[src/sv/rencb_pkg.sv]
// Package for the rotary encoder with push switch block.
// Holds widths, register indexes, the controller state type, the command and
// status structs and the quadrature step table. Depends on nothing.
package rencb_pkg;

   localparam int CSR_IDX_W            = 2;
   localparam int CSR_DATA_W           = 17;
   localparam int DEBOUNCE_W           = 10;
   localparam int DIVISOR_W            = 8;
   localparam int ROT_W                = 17;
   localparam int COUNT_W              = 32;
   localparam int QUO_W                = 48;
   localparam int SCALE_MUL_W          = 16;
   localparam int DETENTS_PER_TURN     = 20;
   localparam int DEN_W                = 16 + $clog2(DETENTS_PER_TURN + 1);
   localparam int EDGE_TIMER_BITS_DEF  = 10;
   localparam int DIV1_STEPS           = 16;
   localparam int DIV2_STEPS           = 24;
   localparam int CNT_W                = 5;

   localparam logic [SCALE_MUL_W-1:0] SCALE_MUL = 16'd65280;

   localparam logic [DEBOUNCE_W-1:0] DEBOUNCE_RST = 10'd20;
   localparam logic [DIVISOR_W-1:0]  DIVISOR_RST  = 8'd4;
   localparam logic [ROT_W-1:0]      ROT_RST      = 17'd256;

   localparam logic [CSR_IDX_W-1:0] CSR_DEBOUNCE = 2'd0;
   localparam logic [CSR_IDX_W-1:0] CSR_DIVISOR  = 2'd1;
   localparam logic [CSR_IDX_W-1:0] CSR_ROT      = 2'd2;

   typedef enum logic [3:0] {
      S_IDLE,
      S_DET_SETUP,
      S_DET_DIV,
      S_DET_DONE,
      S_MUL,
      S_SCL_LOAD,
      S_SCL_DIV,
      S_SCL_DONE,
      S_OUT
   } state_type;

   typedef struct packed {
      logic step;
      logic det_pass;
      logic div1_load;
      logic div_step;
      logic det_take;
      logic scale_pass;
      logic mul;
      logic div2_load;
      logic scale_take;
      logic out_load;
   } cmd_type;

   typedef struct packed {
      logic div_zero;
      logic rot_off;
   } status_type;

   // Quadrature step for the previous AB pair (high two bits) and current pair.
   function automatic logic signed [1:0] step_delta(input logic [3:0] idx);
      logic signed [1:0] d;
      case (idx)
         4'd1, 4'd7, 4'd8, 4'd14: d = -2'sd1;
         4'd2, 4'd4, 4'd11, 4'd13: d = 2'sd1;
         default: d = 2'sd0;
      endcase
      return d;
   endfunction

endpackage

[src/sv/rencb_ctrl.sv]
// Controller of the rotary encoder block: sequences the per-sample update,
// both divisions and the result transfer. Depends on rencb_pkg.
module rencb_ctrl
   import rencb_pkg::*;
(
   input  logic       clock,
   input  logic       reset,
   input  logic       req_valid,
   output logic       req_ready,
   output logic       rsp_valid,
   input  logic       rsp_ready,
   input  status_type status,
   output cmd_type    cmd
);

   state_type        state_ff, state_in;
   logic [CNT_W-1:0] cnt_ff, cnt_in;
   logic             rsp_valid_ff, rsp_valid_in;

   always_ff @(posedge clock) begin
      if (reset) begin
         state_ff     <= S_IDLE;
         cnt_ff       <= '0;
         rsp_valid_ff <= 1'b0;
      end else begin
         state_ff     <= state_in;
         cnt_ff       <= cnt_in;
         rsp_valid_ff <= rsp_valid_in;
      end
   end

   always_comb begin
      state_in     = state_ff;
      cnt_in       = cnt_ff;
      cmd          = '0;
      req_ready    = 1'b0;
      rsp_valid_in = rsp_valid_ff && !rsp_ready;
      case (state_ff)
         S_IDLE: begin
            req_ready = 1'b1;
            if (req_valid) begin
               cmd.step = 1'b1;
               state_in = S_DET_SETUP;
            end
         end
         S_DET_SETUP: begin
            if (status.div_zero) begin
               cmd.det_pass = 1'b1;
               state_in     = S_MUL;
            end else begin
               cmd.div1_load = 1'b1;
               cnt_in        = CNT_W'(DIV1_STEPS - 1);
               state_in      = S_DET_DIV;
            end
         end
         S_DET_DIV: begin
            cmd.div_step = 1'b1;
            if (cnt_ff == '0) begin
               state_in = S_DET_DONE;
            end else begin
               cnt_in = cnt_ff - 1'b1;
            end
         end
         S_DET_DONE: begin
            cmd.det_take = 1'b1;
            state_in     = S_MUL;
         end
         S_MUL: begin
            if (status.rot_off) begin
               cmd.scale_pass = 1'b1;
               state_in       = S_OUT;
            end else begin
               cmd.mul  = 1'b1;
               state_in = S_SCL_LOAD;
            end
         end
         S_SCL_LOAD: begin
            cmd.div2_load = 1'b1;
            cnt_in        = CNT_W'(DIV2_STEPS - 1);
            state_in      = S_SCL_DIV;
         end
         S_SCL_DIV: begin
            cmd.div_step = 1'b1;
            if (cnt_ff == '0) begin
               state_in = S_SCL_DONE;
            end else begin
               cnt_in = cnt_ff - 1'b1;
            end
         end
         S_SCL_DONE: begin
            cmd.scale_take = 1'b1;
            state_in       = S_OUT;
         end
         S_OUT: begin
            if (!rsp_valid_ff || rsp_ready) begin
               cmd.out_load = 1'b1;
               rsp_valid_in = 1'b1;
               state_in     = S_IDLE;
            end
         end
         default: begin
            state_in = S_IDLE;
         end
      endcase
   end

   assign rsp_valid = rsp_valid_ff;

   // A waiting result is never overwritten before its transfer.
   a_no_overwrite: assert property (@(posedge clock) disable iff (reset)
      cmd.out_load |-> (!rsp_valid_ff || rsp_ready))
      else $error("result register overwritten while waiting");

   a_accept_starts: assert property (@(posedge clock) disable iff (reset)
      (req_valid && req_ready) |=> (state_ff == S_DET_SETUP))
      else $error("accepted sample did not start processing");

   a_div1_count: assert property (@(posedge clock) disable iff (reset)
      (state_ff == S_DET_DIV && $past(state_ff) == S_DET_SETUP)
         |-> (cnt_ff == CNT_W'(DIV1_STEPS - 1)))
      else $error("detent division started with a wrong step count");

   a_valid_source: assert property (@(posedge clock) disable iff (reset)
      $rose(rsp_valid_ff) |-> ($past(state_ff) == S_OUT))
      else $error("result valid raised outside the output state");

endmodule

[src/sv/rencb_dp.sv]
// Datapath of the rotary encoder block: encoder and switch state, the
// configuration registers, a two-bit-per-cycle divider and the result registers.
// Depends on rencb_pkg.
module rencb_dp
   import rencb_pkg::*;
#(
   parameter int EDGE_TIMER_BITS = EDGE_TIMER_BITS_DEF
) (
   input  logic                      clock,
   input  logic                      reset,
   input  cmd_type                   cmd,
   output status_type                status,
   input  logic                      req_a_level,
   input  logic                      req_b_level,
   input  logic                      req_switch_level,
   input  logic                      req_ms_tick,
   input  logic                      req_clear_count,
   input  logic                      csr_write,
   input  logic [CSR_IDX_W-1:0]      csr_index,
   input  logic [CSR_DATA_W-1:0]     csr_wdata,
   output logic signed [COUNT_W-1:0] rsp_quarter_count,
   output logic signed [COUNT_W-1:0] rsp_detent_count,
   output logic signed [COUNT_W-1:0] rsp_scaled_count,
   output logic                      rsp_switch_pressed,
   output logic                      rsp_press_event,
   output logic                      rsp_release_event
);

   localparam int CMP_W = (EDGE_TIMER_BITS > DEBOUNCE_W) ? EDGE_TIMER_BITS : DEBOUNCE_W;
   localparam logic [EDGE_TIMER_BITS-1:0] TIMER_MAX = {EDGE_TIMER_BITS{1'b1}};

   // Control and configuration state.
   logic [DEBOUNCE_W-1:0]      debounce_ff, debounce_in;
   logic [DIVISOR_W-1:0]       divisor_ff, divisor_in;
   logic [ROT_W-1:0]           rot_ff, rot_in;
   logic [1:0]                 prev_ab_ff, prev_ab_in;
   logic [COUNT_W-1:0]         total_ff, total_in;
   logic                       last_raw_ff, last_raw_in;
   logic                       stable_ff, stable_in;
   logic [EDGE_TIMER_BITS-1:0] ms_ff, ms_in;

   // Payload registers.
   logic [COUNT_W-1:0] q_ff, q_in;
   logic [COUNT_W-1:0] det_ff, det_in;
   logic [COUNT_W-1:0] scaled_ff, scaled_in;
   logic               press_ff, press_in;
   logic               release_ff, release_in;
   logic [QUO_W-1:0]   quo_ff, quo_in;
   logic [DEN_W-1:0]   rem_ff, rem_in;
   logic [DEN_W-1:0]   dsr_ff, dsr_in;
   logic               neg_ff, neg_in;
   logic [QUO_W-1:0]   prod_ff, prod_in;
   logic [DEN_W-1:0]   den_ff, den_in;
   logic [COUNT_W-1:0] out_q_ff, out_q_in;
   logic [COUNT_W-1:0] out_det_ff, out_det_in;
   logic [COUNT_W-1:0] out_scaled_ff, out_scaled_in;
   logic               out_pressed_ff, out_pressed_in;
   logic               out_press_ff, out_press_in;
   logic               out_release_ff, out_release_in;

   logic signed [1:0]  delta;
   logic [COUNT_W-1:0] q_new;
   logic               raw_change;
   logic               accept_level;
   logic [EDGE_TIMER_BITS-1:0] ms_next;
   logic [COUNT_W-1:0] q_mag;
   logic [COUNT_W-1:0] det_mag;
   logic [DEN_W:0]     sh1, sh2;
   logic               ge1, ge2;
   logic [DEN_W-1:0]   r1, r2;

   always_ff @(posedge clock) begin
      if (reset) begin
         debounce_ff <= DEBOUNCE_RST;
         divisor_ff  <= DIVISOR_RST;
         rot_ff      <= ROT_RST;
         prev_ab_ff  <= 2'b11;
         total_ff    <= '0;
         last_raw_ff <= 1'b1;
         stable_ff   <= 1'b1;
         ms_ff       <= '0;
      end else begin
         debounce_ff <= debounce_in;
         divisor_ff  <= divisor_in;
         rot_ff      <= rot_in;
         prev_ab_ff  <= prev_ab_in;
         total_ff    <= total_in;
         last_raw_ff <= last_raw_in;
         stable_ff   <= stable_in;
         ms_ff       <= ms_in;
      end
   end

   always_ff @(posedge clock) begin
      q_ff           <= q_in;
      det_ff         <= det_in;
      scaled_ff      <= scaled_in;
      press_ff       <= press_in;
      release_ff     <= release_in;
      quo_ff         <= quo_in;
      rem_ff         <= rem_in;
      dsr_ff         <= dsr_in;
      neg_ff         <= neg_in;
      prod_ff        <= prod_in;
      den_ff         <= den_in;
      out_q_ff       <= out_q_in;
      out_det_ff     <= out_det_in;
      out_scaled_ff  <= out_scaled_in;
      out_pressed_ff <= out_pressed_in;
      out_press_ff   <= out_press_in;
      out_release_ff <= out_release_in;
   end

   // Configuration writes.
   always_comb begin
      debounce_in = debounce_ff;
      divisor_in  = divisor_ff;
      rot_in      = rot_ff;
      if (csr_write) begin
         case (csr_index)
            CSR_DEBOUNCE: debounce_in = csr_wdata[DEBOUNCE_W-1:0];
            CSR_DIVISOR:  divisor_in  = csr_wdata[DIVISOR_W-1:0];
            CSR_ROT:      rot_in      = csr_wdata[ROT_W-1:0];
            default: ;
         endcase
      end
   end

   // Per-sample encoder and switch update.
   always_comb begin
      delta      = step_delta({prev_ab_ff, req_a_level, req_b_level});
      q_new      = total_ff + COUNT_W'(delta);
      raw_change = (req_switch_level != last_raw_ff);
      if (raw_change) begin
         ms_next = '0;
      end else if (req_ms_tick && (ms_ff != TIMER_MAX)) begin
         ms_next = ms_ff + 1'b1;
      end else begin
         ms_next = ms_ff;
      end
      accept_level = (req_switch_level != stable_ff)
                     && (CMP_W'(ms_next) >= CMP_W'(debounce_ff));

      prev_ab_in  = prev_ab_ff;
      total_in    = total_ff;
      last_raw_in = last_raw_ff;
      stable_in   = stable_ff;
      ms_in       = ms_ff;
      q_in        = q_ff;
      press_in    = press_ff;
      release_in  = release_ff;
      if (cmd.step) begin
         prev_ab_in  = {req_a_level, req_b_level};
         total_in    = req_clear_count ? '0 : q_new;
         last_raw_in = req_switch_level;
         ms_in       = ms_next;
         q_in        = q_new;
         press_in    = accept_level && !req_switch_level;
         release_in  = accept_level && req_switch_level;
         if (accept_level) begin
            stable_in = req_switch_level;
         end
      end
   end

   assign status.div_zero = (divisor_ff == '0);
   assign status.rot_off  = rot_ff[ROT_W-1] || (rot_ff == '0);

   // Divider, magnitudes, product and saturation.
   always_comb begin
      q_mag   = q_ff[COUNT_W-1] ? (~q_ff + 1'b1) : q_ff;
      det_mag = det_ff[COUNT_W-1] ? (~det_ff + 1'b1) : det_ff;

      sh1 = {rem_ff, quo_ff[QUO_W-1]};
      ge1 = (sh1 >= {1'b0, dsr_ff});
      r1  = ge1 ? DEN_W'(sh1 - {1'b0, dsr_ff}) : sh1[DEN_W-1:0];
      sh2 = {r1, quo_ff[QUO_W-2]};
      ge2 = (sh2 >= {1'b0, dsr_ff});
      r2  = ge2 ? DEN_W'(sh2 - {1'b0, dsr_ff}) : sh2[DEN_W-1:0];

      det_in    = det_ff;
      scaled_in = scaled_ff;
      quo_in    = quo_ff;
      rem_in    = rem_ff;
      dsr_in    = dsr_ff;
      neg_in    = neg_ff;
      prod_in   = prod_ff;
      den_in    = den_ff;

      if (cmd.det_pass) begin
         det_in = q_ff;
      end
      if (cmd.div1_load) begin
         quo_in = {q_mag, {(QUO_W - COUNT_W){1'b0}}};
         rem_in = '0;
         dsr_in = DEN_W'(divisor_ff);
         neg_in = q_ff[COUNT_W-1];
      end
      if (cmd.div_step) begin
         quo_in = {quo_ff[QUO_W-3:0], ge1, ge2};
         rem_in = r2;
      end
      if (cmd.det_take) begin
         det_in = neg_ff ? (~quo_ff[COUNT_W-1:0] + 1'b1) : quo_ff[COUNT_W-1:0];
      end
      if (cmd.scale_pass) begin
         scaled_in = det_ff;
      end
      if (cmd.mul) begin
         prod_in = {{(QUO_W - COUNT_W){1'b0}}, det_mag}
                   * {{(QUO_W - SCALE_MUL_W){1'b0}}, SCALE_MUL};
         den_in  = DEN_W'(rot_ff[ROT_W-2:0]) * DEN_W'(DETENTS_PER_TURN);
         neg_in  = det_ff[COUNT_W-1];
      end
      if (cmd.div2_load) begin
         quo_in = prod_ff;
         rem_in = '0;
         dsr_in = den_ff;
      end
      if (cmd.scale_take) begin
         if (!neg_ff) begin
            if (quo_ff > QUO_W'(32'h7FFF_FFFF)) begin
               scaled_in = 32'h7FFF_FFFF;
            end else begin
               scaled_in = quo_ff[COUNT_W-1:0];
            end
         end else begin
            if (quo_ff > QUO_W'(32'h8000_0000)) begin
               scaled_in = 32'h8000_0000;
            end else begin
               scaled_in = ~quo_ff[COUNT_W-1:0] + 1'b1;
            end
         end
      end
   end

   // Result register.
   always_comb begin
      out_q_in       = out_q_ff;
      out_det_in     = out_det_ff;
      out_scaled_in  = out_scaled_ff;
      out_pressed_in = out_pressed_ff;
      out_press_in   = out_press_ff;
      out_release_in = out_release_ff;
      if (cmd.out_load) begin
         out_q_in       = q_ff;
         out_det_in     = det_ff;
         out_scaled_in  = scaled_ff;
         out_pressed_in = !stable_ff;
         out_press_in   = press_ff;
         out_release_in = release_ff;
      end
   end

   assign rsp_quarter_count  = out_q_ff;
   assign rsp_detent_count   = out_det_ff;
   assign rsp_scaled_count   = out_scaled_ff;
   assign rsp_switch_pressed = out_pressed_ff;
   assign rsp_press_event    = out_press_ff;
   assign rsp_release_event  = out_release_ff;

endmodule

[src/sv/rotary_encoder_with_button.sv]
// Rotary encoder decoder (x4 quadrature) with debounced push switch.
// Each request transfer carries one sample of pins A and B, the raw switch
// level, a millisecond tick and a clear command; each sample yields exactly
// one response transfer with the quarter count, the detent count, the scaled
// count and the debounced switch state with press and release events.
// The request channel is ready only while the block is idle. When both
// divisions run, the shared divider retires two quotient bits per cycle,
// first for the detent division and then for the scaling division. A
// zero detent divisor or a non-positive rotations value skips the
// matching division.
// The response sits in an output register; the next sample is accepted while
// it waits, and a stalled receiver only holds the block in its final step.
// Configuration writes are always ready and take effect at once; write them
// only while no sample is in progress. Reset clears the running quarter count,
// assumes both pins high and the switch released, and restores register
// defaults: debounce 20 ms, divisor 4, rotations 1.0.
// Depends on rencb_pkg, rencb_ctrl and rencb_dp.
module rotary_encoder_with_button
   import rencb_pkg::*;
#(
   parameter int EDGE_TIMER_BITS = EDGE_TIMER_BITS_DEF
) (
   input  logic                      clock,
   input  logic                      reset,
   input  logic                      req_valid,
   output logic                      req_ready,
   input  logic                      req_a_level,
   input  logic                      req_b_level,
   input  logic                      req_switch_level,
   input  logic                      req_ms_tick,
   input  logic                      req_clear_count,
   output logic                      rsp_valid,
   input  logic                      rsp_ready,
   output logic signed [COUNT_W-1:0] rsp_quarter_count,
   output logic signed [COUNT_W-1:0] rsp_detent_count,
   output logic signed [COUNT_W-1:0] rsp_scaled_count,
   output logic                      rsp_switch_pressed,
   output logic                      rsp_press_event,
   output logic                      rsp_release_event,
   input  logic                      csr_valid,
   output logic                      csr_ready,
   input  logic [CSR_IDX_W-1:0]      csr_index,
   input  logic [CSR_DATA_W-1:0]     csr_wdata
);

   cmd_type    cmd;
   status_type status;

   assign csr_ready = 1'b1;

   rencb_ctrl u_ctrl (
      .clock     (clock),
      .reset     (reset),
      .req_valid (req_valid),
      .req_ready (req_ready),
      .rsp_valid (rsp_valid),
      .rsp_ready (rsp_ready),
      .status    (status),
      .cmd       (cmd)
   );

   rencb_dp #(
      .EDGE_TIMER_BITS (EDGE_TIMER_BITS)
   ) u_dp (
      .clock              (clock),
      .reset              (reset),
      .cmd                (cmd),
      .status             (status),
      .req_a_level        (req_a_level),
      .req_b_level        (req_b_level),
      .req_switch_level   (req_switch_level),
      .req_ms_tick        (req_ms_tick),
      .req_clear_count    (req_clear_count),
      .csr_write          (csr_valid && csr_ready),
      .csr_index          (csr_index),
      .csr_wdata          (csr_wdata),
      .rsp_quarter_count  (rsp_quarter_count),
      .rsp_detent_count   (rsp_detent_count),
      .rsp_scaled_count   (rsp_scaled_count),
      .rsp_switch_pressed (rsp_switch_pressed),
      .rsp_press_event    (rsp_press_event),
      .rsp_release_event  (rsp_release_event)
   );

endmodule
[config.mk]
export PLATFORM = sky130hd
export DESIGN_NAME = rotary_encoder_with_button
export DESIGN_NICKNAME = d
export VERILOG_FILES = /design/src/sv/rencb_pkg.sv /design/src/sv/rencb_ctrl.sv /design/src/sv/rencb_dp.sv /design/src/sv/rotary_encoder_with_button.sv
export SDC_FILE = /design/constraint.sdc
export NUM_CORES = 1
export LEC_CHECK = 0
export BUFFER_PORTS_ARGS = -buffer_cell sky130_fd_sc_hd__buf_2
export CAP_MARGIN = 40
export CELL_PAD_IN_SITES_DETAIL_PLACEMENT = 0
export CELL_PAD_IN_SITES_GLOBAL_PLACEMENT = 1
export CORE_ASPECT_RATIO = 1.75
export CORE_MARGIN = 5
export CORE_UTILIZATION = 45
export DETAILED_ROUTE_END_ITERATION = 12
export GPL_TIMING_DRIVEN = 1
export PLACE_DENSITY = 0.73
export SYNTH_ARGS = -nofsm -noshare
export SYNTH_HDL_FRONTEND = slang
export SYNTH_SLANG_ARGS = --single-unit
[constraint.sdc]
create_clock -name clock -period 7.8 [get_ports clock]
set_clock_uncertainty 0.05 [all_clocks]
set_input_delay 0.78 -clock clock [delete_from_list [all_inputs] [get_ports clock]]
set_output_delay 0.78 -clock clock [all_outputs]
set_load 0.02 [all_outputs]
==> run metrics, run 1 <==
Synth top area share 33.6%; #FFs+latches synth 438; Leak 14.2 nW; io pins 131; CTS Sinks 438; synthesized instance count 2902; worst vdd ir 0.492 mV; Slew Limit Headroom 40.2%; largest family of logic cells by synthesized area adder cells; hold_sp csr_wdata[15]; Area contributors post-synth edfxtp_1 34%, ha_1 8.7%, fa_1 8.2%; post-synthesis mux area share 1.46%; Post-Synth Simple-Gate Area 11.9%; CP max stage delay 520 ps; Seq/Total Area, Yosys 41.2%; hold depth 3; layout cells sized above 1 14.6%; final hold violation count 0; Crit path top cell by count fa_1; top flop regs u_dp.quo_ff (48), u_dp.prod_ff (40); design area 33700 sq um; status complete, but fails checks; WS Path Type flop to flop; CORE AREA 64300 sq um; CTS max path bufs 3; Async S/R FF share, synth 0%; DRT Pass-1 Iters 9; RSZ-0062 raised after global routing true; ANT cells 0; max reg flops 48; final setup fails 1; Setup WS post-layout -75.9 ps; die extent in x 202 um; Non-Filler Instances 3989; top_reg_cell synth edfxtp_1; Synth area leader edfxtp_1; Area after DPL 31800 sq um; total number of vias 22.6k; Clock transition at path regs 60 ps; htree depth 2; Reg-to-Reg End u_dp.prod_ff[47]; Die Y 347 um; CP endpoint kind flop; post-layout net count 3496; clock root buffer clkbuf_16; synthesis-to-layout area growth 15.4%; Crit Reg-Reg Startpoint u_dp.det_ff[1]; worst hold slack 360 ps; gr usage total 23.0%; Max Freq 127 MHz; Final Power 16.1 mW; Mean Syn Cell Area 10.1 sq um; crit start category flop; failing checks setup timing; WL/cell 20.7 um; pins over their slew limit 0; number of synthesis warnings 0; worst slew pin tran 874 ps; WL met3 3630 um; Post-Syn Nets 3255; gpl congestion 0.925; Commonest cells post-synth 326 x edfxtp_1, 316 x inv_1, 219 x nand2_1; initial antenna violation count 0; WP data required 8080 ps; synth unique cells 81; Synth Area in Adders 17.1%; hpwl dp 63500 um; Hold Path End u_dp.rot_ff[15]; Synth Area in XOR/XNOR 7.47%; vias in the first global route 23.3k; M1 wire length 32100 um; Via density 5.66; largest net degree at the start of global routing 70; IO Port Bufs 129; WL final 82700 um; Clk Latency, worst-skew pair 610 ps; top layer used by detailed routing met4; row count 123; Layout fillers 5907; Antenna Nets Post-Route 0; total grt overflow 0; critical-path maximum fanout 4; residual DRC count 0; length of routed met2 wiring 42800 um; R2R Setup Slk -80 ps; DR iter-0 viols 1215; crit path from u_dp.det_ff[1]; CTS buffer count 44; Netlist Area Pre-Place 29200 sq um; worst reg-to-reg path cell count 30; Critical-path top delay cell fa_1; initial core utilization 45.3%; PD cells 479 nW/um^2; Hold WC Path Type primary input to flop; Tmin final 7880 ps; final period utilization 101%; EDFF count, synth 326; maxcap violations 0; Die ar. 70200 sq um; Critical Path AT 8160 ps; post-synthesis compound-gate area fraction 15.4%; cell total after placement 3897; Largest Register u_dp.quo_ff; CTS tree done; most numerous cell in the Yosys netlist edfxtp_1; first-pass GRT wire length 129000 um; Post-CTS Hold Buffers 0
## critical path, delay by kind of cell, from the launching register on
family	cells	cell delay, ps
AO/OA/AOI/OAI	6	980
XOR/XNOR	2	250
adder cells (fa/ha/maj)	6	2380
buffers and inverters	7	680
flip-flops	1	410
AND/OR/NAND/NOR	9	2830
## stage by stage
step                setup TNS [ps]  utilization [%]  worst slack (ps)
floorplan                        0                -              6.81
global placement             -1090             49.2              -567
detailed placement           -1490             49.4              -671
CTS                           -532             52.1              -240
global route                  -722             52.3              -314
finish                       -75.9             52.3             -75.9
## how the worst max path moves through the flow
| stage | end | slack (ps) | cells past startpoint |
|---|---|---|---|
| after floorplan | u_dp.prod_ff[47] | 7 | 27 |
| after global placement | u_dp.prod_ff[47] | -570 | 28 |
| after detailed placement | u_dp.prod_ff[47] | -670 | 28 |
| after CTS | u_dp.prod_ff[47] | -240 | 31 |
| after global routing | u_dp.prod_ff[47] | -310 | 31 |
| final | u_dp.prod_ff[47] | -80 | 30 |
## cell type report
cell class | instances | area [sq um] | area share, %
clock buffer | 49 | 1140 | 3.39
clock inverter | 31 | 443 | 1.32
inverter | 319 | 1200 | 3.56
multi-input combinational | 2047 | 15900 | 47.2
sequential | 438 | 12000 | 35.7
tap | 812 | 1020 | 3.02
timing repair buffer | 293 | 1940 | 5.77
## power breakdown
group          switching [mW]  internal [mW]
Sequential              0.319           3.24
Clock                   0.988           1.34
Combinational            5.82           4.42
Total                    7.13           9.00
## layer usage
layer	track usage (%)	vias up
li1	-	10718
met1	26.8	11039
met2	42.4	645
met3	2.83	178
met4	9.80	0
met5	0	-
## layout by cell type (no fill, tap or decap), types with 53 or more instances in the layout
cell type	instances
nand2_1	218
a21o_1	59
dfxtp_1	112
xnor2_1	129
inv_1	307
a21oi_1	198
o21ai_0	168
edfxtp_1	326
a22oi_1	53
xor2_1	106
buf_4	157
buf_2	129
ha_1	199
nor2_1	210
fa_1	120
## logic make-up (layout without fill, tap and decap cells)
kind of cell / after synthesis / count (layout)
AO/OA/AOI/OAI: 707 / 707
XOR/XNOR: 244 / 244
adder cells (fa/ha/maj): 327 / 327
buffers and inverters: 417 / 692
flip-flops: 438 / 438
multiplexers: 40 / 40
other: 1 / 1
AND/OR/NAND/NOR: 728 / 728
## what timing repair did
item / CTS / global route
endpoints found under the setup margin: 6 / 9
pin swaps: 24 / 17
gates resized for setup: 24 / 20
buffers inserted: 6 / 7
Note: power is estimated with default switching activity, not from simulation.
==> inputs of run 2 (changes only) <==
--- a/config.mk
+++ b/config.mk
@@ -15,6 +15,7 @@
 export DETAILED_ROUTE_END_ITERATION = 12
 export GPL_TIMING_DRIVEN = 1
 export PLACE_DENSITY = 0.73
+export SKIP_CTS_REPAIR_TIMING = 1
 export SYNTH_ARGS = -nofsm -noshare
 export SYNTH_HDL_FRONTEND = slang
 export SYNTH_SLANG_ARGS = --single-unit
==> run metrics, run 2 (same netlist as run 1, synthesis figures left out) <==
status complete, but fails checks; failing checks setup timing; PD cells 480 nW/um^2 (+0.22%); CP max stage delay 600 ps (+80 ps); Largest Register u_dp.quo_ff; max reg flops 48 (unchanged); WL/cell 20.7 um (about the same); Max Freq 125 MHz (-1.3%); Antenna Nets Post-Route 0 (unchanged); Clk Latency, worst-skew pair 610 ps (about the same); layout cells sized above 1 14.8% (+0.23 points); first-pass GRT wire length 128000 um (-0.31%); worst reg-to-reg path cell count 29 (-3.3%); hpwl dp 63500 um (unchanged); Die ar. 70200 sq um (unchanged); WS Path Type flop to flop; Final Power 16.2 mW (+0.39%); P_int 9.03 mW (+0.33%); Hold Path End u_dp.rot_ff[15]; CP endpoint kind flop; crit path from u_dp.det_ff[1]; Clock power frac 14.4% (about the same); pins over their slew limit 0 (unchanged); M1 GR Usage 26.7% (-0.097 points); CTS buffer count 44 (unchanged); final period utilization 102% (+1.3 points); worst vdd ir 0.495 mV (+0.61%); R2R Setup Slk -180 ps (-100 ps); busiest grt layer met2; CTS max path bufs 3 (unchanged); CTS Sinks 438 (unchanged); total grt overflow 0 (unchanged); residual DRC count 0 (unchanged); hold_sp csr_wdata[15]; met3 usage 2.84% (+0.0093 points); IO Port Bufs 129 (unchanged); Via density 5.65 (-0.19%); Crit Reg-Reg Startpoint u_dp.det_ff[1]; worst slew pin tran 895 ps (+20.4 ps); Leak 14.2 nW (+0.17%); DR iter-0 viols 1120 (-7.8%); Hold WC Path Type primary input to flop; RSZ-0062 raised after global routing true; cell total after placement 3897 (unchanged); final hold violation count 0 (unchanged); hold depth 3 (unchanged); DRT Pass-1 Iters 7 (-2); largest net degree at the start of global routing 70 (unchanged); Reg-to-Reg End u_dp.prod_ff[47]; vias in the first global route 23.2k (-0.22%); clock root buffer clkbuf_16; Comb pwr share 63.7% (+0.2 points); Setup WS post-layout -181 ps (-105 ps); initial core utilization 45.3% (unchanged); commonest cells after routing, fill and taps aside 326 x edfxtp_1, 307 x inv_1, 218 x nand2_1, 211 x nor2_1, 198 x ha_1; CTS tree done; gpl congestion 0.925 (unchanged); crit start category flop; ANT cells 0 (unchanged); Slew Limit Headroom 40.2% (-0.054 points); WL final 82600 um (about the same); htree depth 2 (unchanged); Non-Filler Instances 3987 (-0.050%); switching power total 7.16 mW (+0.46%); final setup fails 3 (+2); total number of vias 22.5k (-0.24%); Tmin final 7980 ps (+105 ps); top flop regs u_dp.quo_ff (48), u_dp.prod_ff (40); Die Y 347 um (unchanged); CORE AREA 64300 sq um (unchanged); row count 123 (unchanged); synthesis-to-layout area growth 15.6%; post-layout net count 3494 (-0.057%); commonest non-fill, non-tap cell in the layout edfxtp_1; Clock transition at path regs 70 ps (about the same); die extent in x 202 um (unchanged); io pins 131 (unchanged); critical-path maximum fanout 4 (unchanged); WP data required 8080 ps (about the same); worst hold slack 359 ps (-0.688 ps); maxcap violations 0 (unchanged); initial antenna violation count 0 (unchanged); pre-CTS WS -671 ps (unchanged); gr usage total 22.9% (-0.065 points); Critical Path AT 8260 ps (+100 ps); switch share 44.2% (about the same); sequential group share of total power 22.0% (about the same); grt met2 use 42.2% (-0.25 points); Critical-path top delay cell or4_4
==> run 2: cell count changes in the layout (fill, tap and decap cells not counted), sizes merged <==
cell / before / now
buf: 293 / 291
==> run 2: metal layers <==
layer	vias to the layer above	wire (um)
met3	172	3660
met4	0	4230
met2	670	42800
met1	10975	31900
met5	-	0
li1	10708	-
==> run 2: layout make-up <==
class | count | area (sq um)
clock buffer | 49 | 1140
inverter | 319 | 1200
clock inverter | 31 | 443
sequential | 438 | 12000
timing repair buffer | 291 | 1930
fill | 5883 | 30600
tap | 812 | 1020
multi-input combinational | 2047 | 16000
==> run 2: critical path: cells and delay by family (launching register included) <==
| family | cells | cell delay, ps |
|---|---|---|
| AND/OR/NAND/NOR | 9 | 3010 |
| buffers and inverters | 6 | 570 |
| flip-flops | 1 | 410 |
| XOR/XNOR | 2 | 300 |
| adder cells (fa/ha/maj) | 6 | 2150 |
| AO/OA/AOI/OAI | 6 | 1200 |
==> run 2: power by group through the flow <==
stage	Clock [mW]	Combinational (mW)	Sequential (mW)
3_5_place_dp	0	9.70	3.59
2_1_floorplan	0	6.58	3.43
4_1_cts	2.38	9.83	3.54
3_3_place_gp	0	9.68	3.59
5_1_grt	2.47	11.4	3.58
6_report	2.33	10.3	3.56
==> run 2: worst max path at each step <==
stage,endpoint,cells after the start
after global placement,u_dp.prod_ff[47],28
after CTS,u_dp.prod_ff[47],28
final,u_dp.prod_ff[47],29
after floorplan,u_dp.prod_ff[47],27
after global routing,u_dp.prod_ff[47],31
after detailed placement,u_dp.prod_ff[47],28
==> run 2: metrics by stage <==
step | instance area, sq um | TNS (ps) | util, %
floorplan | 29200 | 0 | -
global placement | 31600 | -1090 | 49.2
detailed placement | 31800 | -1490 | 49.4
CTS | 33300 | -1910 | 51.8
global route | 33700 | -1560 | 52.4
finish | 33700 | -354 | 52.4
